==> config.mk <==
export PLATFORM = sky130hd
export DESIGN_NAME = cmeb_outq
export DESIGN_NICKNAME = d
export VERILOG_FILES = /design/src/design/cmeb_pkg.sv /design/src/design/cmeb_outq.sv
export SDC_FILE = /design/constraint.sdc
export NUM_CORES = 1
export LEC_CHECK = 0
export BUFFER_PORTS_ARGS = -buffer_cell sky130_fd_sc_hd__buf_4
export CORE_UTILIZATION = 55
export DETAILED_ROUTE_END_ITERATION = 8
export HOLD_SLACK_MARGIN = 0.02
export MAX_ROUTING_LAYER = met4
export PLACE_DENSITY = 0.82
export SETUP_SLACK_MARGIN = 0.1
export SYNTH_ARGS = -nofsm -noshare
export SYNTH_HDL_FRONTEND = slang
export SYNTH_SLANG_ARGS = --single-unit
==> constraint.sdc <==
create_clock -name clk -period 5.84 [get_ports clk]
set_clock_uncertainty 0.15 [all_clocks]
set_input_delay 0.584 -clock clk [delete_from_list [all_inputs] [get_ports clk]]
set_output_delay 0.584 -clock clk [all_outputs]
set_load 0.02 [all_outputs]
==> src/design/cmeb_pkg.sv <==
// ----------------------------------------------------------------------------
// cmeb_pkg
// Shared types, constants and helpers for the chain model entropy builder.
// ----------------------------------------------------------------------------
package cmeb_pkg;

  localparam int MAX_VARS_DEF = 64;
  localparam int MAX_ROWS_DEF = 256;

  localparam int CFG_W = 17;

  localparam logic [16:0] ONE_Q16  = 17'd65536;
  localparam logic [16:0] HALF_Q16 = 17'd32768;
  localparam logic [29:0] LN2_Q30  = 30'd744261118;

  localparam logic [6:0]  NUM_VARS_RST = 7'd64;
  localparam logic [8:0]  SEL_SIZE_RST = 9'd256;
  localparam logic [16:0] FLOOR_RST    = 17'd0;
  localparam logic [16:0] CEIL_RST     = 17'd65536;

  typedef enum logic [1:0] {
    REG_NUM_VARS,
    REG_SEL_SIZE,
    REG_PROB_FLOOR,
    REG_PROB_CEIL
  } reg_idx_t;

  typedef struct packed {
    logic [5:0]  position;
    logic [5:0]  variable;
    logic [16:0] p_zero;
    logic [16:0] p_one;
    logic        last;
  } item_t;

  typedef enum logic [4:0] {
    B_IDLE,
    B_ROOT_NEXT,
    B_ROOT_SCAN,
    B_ROOT_EVAL,
    B_INIT,
    B_ROOT_DIV,
    B_ROOT_DIV_WAIT,
    B_ROOT_EMIT,
    B_NEXT_J,
    B_RD_WAIT,
    B_PAIR_SCAN,
    B_ENT,
    B_ENT_WAIT,
    B_CAND,
    B_DIV0,
    B_DIV0_WAIT,
    B_DIV1,
    B_DIV1_WAIT,
    B_SWAP_I,
    B_SWAP_C,
    B_EMIT
  } bld_state_t;

  typedef enum logic [2:0] {
    X_IDLE,
    X_SQ,
    X_MUL1,
    X_LN,
    X_MUL2,
    X_DONE
  } xl_state_t;

  typedef enum logic [1:0] {
    D_IDLE,
    D_RUN,
    D_DONE
  } dv_state_t;

  function automatic logic [16:0] clip_q16(input logic [16:0] p, input logic [16:0] lo,
                                           input logic [16:0] hi);
    logic [16:0] r;
    r = p;
    if (r < lo) r = lo;
    if (r > hi) r = hi;
    return r;
  endfunction

endpackage

==> src/design/cmeb_outq.sv <==
// ----------------------------------------------------------------------------
// cmeb_outq
// Two-entry result queue between the builder and the output channel.
// ----------------------------------------------------------------------------
module cmeb_outq (
  input  logic            clk,
  input  logic            rst,
  input  logic            push,
  input  cmeb_pkg::item_t push_item,
  output logic            full,
  output logic            out_valid,
  input  logic            out_stall,
  output cmeb_pkg::item_t out_item
);
  import cmeb_pkg::*;

  item_t      slots [2];
  logic       wr_ptr;
  logic       rd_ptr;
  logic [1:0] count;
  logic [1:0] count_next;
  logic       do_push;
  logic       do_pop;

  assign full      = (count == 2'd2);
  assign out_valid = (count != 2'd0);
  assign out_item  = slots[rd_ptr];
  assign do_push   = push && !full;
  assign do_pop    = out_valid && !out_stall;

  always_comb begin
    count_next = count;
    if (do_push && !do_pop) count_next = count + 2'd1;
    if (!do_push && do_pop) count_next = count - 2'd1;
  end

  always_ff @(posedge clk) begin
    if (rst) begin
      wr_ptr <= 1'b0;
      rd_ptr <= 1'b0;
      count  <= 2'd0;
    end else begin
      if (do_push) wr_ptr <= !wr_ptr;
      if (do_pop) rd_ptr <= !rd_ptr;
      count <= count_next;
    end
  end

  always_ff @(posedge clk) begin
    if (do_push) slots[wr_ptr] <= push_item;
  end

endmodule

# [After elaboration in Yosys (flattened, before gate mapping)]
# Memories as Yosys holds them, arrays and structs flattened. A register that Yosys moved wholly into a read port is not among the register bits.
# Cells that the tools add are included.
[op_classes] n_reduce_logical=12 div=0 multipliers=0 shift=0 muxes=6 n_bitwise=0 n_lt_le_gt_ge=0 add_sub_neg=2 eq_ne=1
[ops] operator="1-bit zero test" n=6
[ops] operator="1-bit logical AND" n=4
[ops] operator="1-bit two-way mux" n=4
[ops] operator="2-bit two-way mux" n=2
[ops] operator="2-bit nonzero test" n=2
[ops] operator="2-bit by 1-bit adder with 2-bit output, second input constant" n=1
[ops] operator="2-bit == test, second input constant" n=1
[ops] operator="2-bit by 1-bit subtractor with 2-bit output, second input constant" n=1
[word_totals] latch_bits=0 regBits=4 rom_bits=0 out_inout_bits=49 mem_bits_rw=94 wordCells=25 mem_count=1
[memory_table] name="slots" words=2 word_bits=47 rd=1 rd_ports_with_merged_regs=1 wr=1 line="cmeb_outq.sv:17" rtl="item_t slots [2];"

# [Depth between registers and ports, before layout]
[depth] depth_word=6 depth_mapped=6

# [Worst setup path before layout]
# OpenSTA, ideal clock, no wires.
[synth_path] path_kind="in2reg" from="input port push" to="memory slots[0][0] in the netlist's numbering (enable)" stages=3 required_ns=5.289 arrival_time_ns=1.902 slack_ns=3.387 cell_sequence="inv_1 or3_1 inv_1"
[synth_between] elab_chain_cells=3
[synth_rtl] element="from (decl)" line="cmeb_outq.sv:8" rtl="input logic push,"
[synth_rtl] element="1-bit logical AND" line="cmeb_outq.sv:28" rtl="assign do_push = push && !full;"
[synth_rtl] element="1-bit two-way mux" line="cmeb_outq.sv:50" rtl="if (do_push) slots[wr_ptr] <= push_item;"
[synth_rtl] element="1-bit two-way mux (implied by the code)" line="cmeb_outq.sv:50"
[synth_rtl] element="to (decl)" line="cmeb_outq.sv:17"
# Every way passes these cells.

==> impl_metrics.json <==
{
  "hold_viol_final": 0,
  "drt-vias-per-instance": 5.25,
  "postLayoutCellArea_um2": 4660,
  "drc_errors": 0,
  "gp_congestion": 0.710,
  "critPathArrivalTime_ps": 2030,
  "grt_remaining_overflow": 0,
  "layout_commonest_cell": "buf_4",
  "layout_common_cells": "buf_4, edfxtp_1, mux2_2",
  "cts_hold_buf": 0,
  "die_x_um": 83.1,
  "firstDrtPassIters": 4,
  "fin_tns_setup_ps": 0,
  "start_util": 0.569,
  "post-cts-setup-buffers": 0,
  "placed_cell_area_um2": 4420,
  "grt_pass1_vias": 1959,
  "postSynthAreaPerCell_um2": 20.8,
  "fin_crit_sh": 0.473,
  "coreArea_um2": 6350,
  "portBuffers": 99,
  "grt_pass1_wl_um": 9340,
  "rows": 29,
  "holdWs_ps": 260,
  "syn_inst": 174,
  "ys_seq_area_frac": 0.809,
  "clk_latency_ps": 350,
  "ys_warn_count": 0,
  "synth_area_um2": 3610,
  "synth_top_family_by_area": "multiplexers",
  "track_usage": 0.186,
  "cts_resized": 0,
  "syn_to_final_growth_pct": 28.8,
  "antenna_found_initial": 0,
  "cp_slowest_stage_delay_ps": 1060,
  "insertedDiodeCount": 0,
  "nets": 331,
  "leakagePower_nw": 1.75,
  "vias": 1894,
  "die-area_um2": 6900,
  "cts-root-buf": "clkbuf_8",
  "synth_compound_area_frac": 0.00970,
  "synth_simple_gate_area_frac": 0.0135,
  "wl_per_cell_um": 16.5,
  "rsz0062_at_grt": "false",
  "ys_types": 17,
  "drv_cap": 0,
  "max_slew.worst_pin.slew_ps": 1090,
  "grt_max_degree": 48,
  "yosys.area_share.xor_xnor": 0.00485,
  "drt_iter0_drc": 117,
  "ctsHtreeMaxLevel": 3,
  "cts_tree": "built",
  "critPathLaunchType": "register",
  "clk_pin_slew_ps": 90,
  "synth_mux_area_frac": 0.146,
  "crit_path_end_kind": "primary output",
  "dpl.hpwl_um": 3800,
  "synth_fa_ha_area_frac": 0.00346,
  "dp_slack_ps": 3410,
  "worstSetupPathType": "reg2out",
  "rrSetupSlack_ps": 3590,
  "ys_ff_latch": 99,
  "drive_above_1_share": 0.577,
  "setup_violations": 0,
  "final_cells": 361,
  "boundaryPins": 100,
  "critPathRequiredTime_ps": 5110,
  "cts_buffers": 9,
  "timing.final.ws_setup_ps": 3080,
  "placed_cells": 345,
  "worstPathMaxFanout": 47,
  "relSlewSlack": 0.271,
  "crit_chain": "mux2_2 > buf_4",
  "fin_crit_ps": 2760,
  "crit_slowest_cell": "dfxtp_2",
  "slew_violations": 0,
  "ant_nets": 0,
  "syn_nets": 226,
  "clk_path_buf_depth": 2,
  "status": "completed",
  "clock-sinks": 99,
  "hp-class": "in2reg",
  "path_delay_family": "flip-flops",
  "fmax_ghz": 0.362,
  "power.density_nw_per_um2": 438,
  "die_h_um": 83.1,
  "drt-total-wl_um": 5960,
  "ir_drop_mv": 0.453,
  "crit_buf_inv": 1
}
==> power by group <==
| group | total (mW) | switching [mW] | internal (mW) | leakage [nW] |
|---|---|---|---|---|
| registers | 0.962 | 0.0643 | 0.898 | 0.921 |
| clock network | 0.499 | 0.216 | 0.284 | 0.111 |
| logic | 0.577 | 0.299 | 0.279 | 0.716 |
==> worst paths after layout <==
path | from | end | depth (start not counted)
min | push_item[16] | slots[1][16] | 1
max | register | out_item[46] | 2
max reg2reg | count[0] | slots[0][6] | 4
min reg2reg | wr_ptr | wr_ptr | 2
==> metal layers <==
layer | wire, um | vias to the layer above | part of all wire | global-route usage
met5 | 0 | - | 0 | -
met4 | 135 | 0 | 0.023 | 0.0862
met3 | 396 | 14 | 0.066 | 0.0567
met2 | 2930 | 78 | 0.49 | 0.284
met1 | 2500 | 919 | 0.42 | 0.229
li1 | - | 883 | - | -
==> cells in the mapped netlist, drive strengths merged <==
library cell	number	area share
xnor2	1	0.0024
dfxtp	5	0.028
nor2	3	0.0031
ha	1	0.0035
edfxtp	94	0.78
nand2	1	0.0010
inv	4	0.0042
and3	1	0.0017
a21oi	4	0.0055
or3	3	0.0052
mux2	47	0.15
buf	5	0.0090
xor2	1	0.0024
nand2b	1	0.0024
o21ai	3	0.0042
==> kinds of logic after synthesis <==
kind of cell	count (synthesis)
flops	99
mux	47
buf+inv	9
simple gates	9
compound gates	7
xor+xnor	2
fa+ha+maj	1
==> registers in the layout, summed over array words and instances (netlist names), named ones only <==
| signal | flops |
|---|---|
| count | 2 |
| rd_ptr | 1 |
| slots | 94 |
| wr_ptr | 1 |
==> metrics by stage <==
step	utilization	total power, mW
finish	0.733	2.04
global route	0.733	2.12
CTS	0.733	2.06
detailed placement	0.697	1.56
global placement	0.697	1.55
floorplan	-	1.32
==> layout make-up <==
class / count / area (um2)
sequential: 99 / 2920
tap: 77 / 96.3
timing repair buffer: 99 / 743
fill: 405 / 1690
clock inverter: 5 / 101
clock buffer: 11 / 131
multi-input combinational: 66 / 644
inverter: 4 / 15.0
==> worst reg2reg max path: stages, from the launching register on <==
cell and delay, ps:
dfxtp_1 400, nand2b_2 170, inv_2 40, or3_1 340, inv_2 760
No activity file was read; power rests on OpenSTA's default activity.
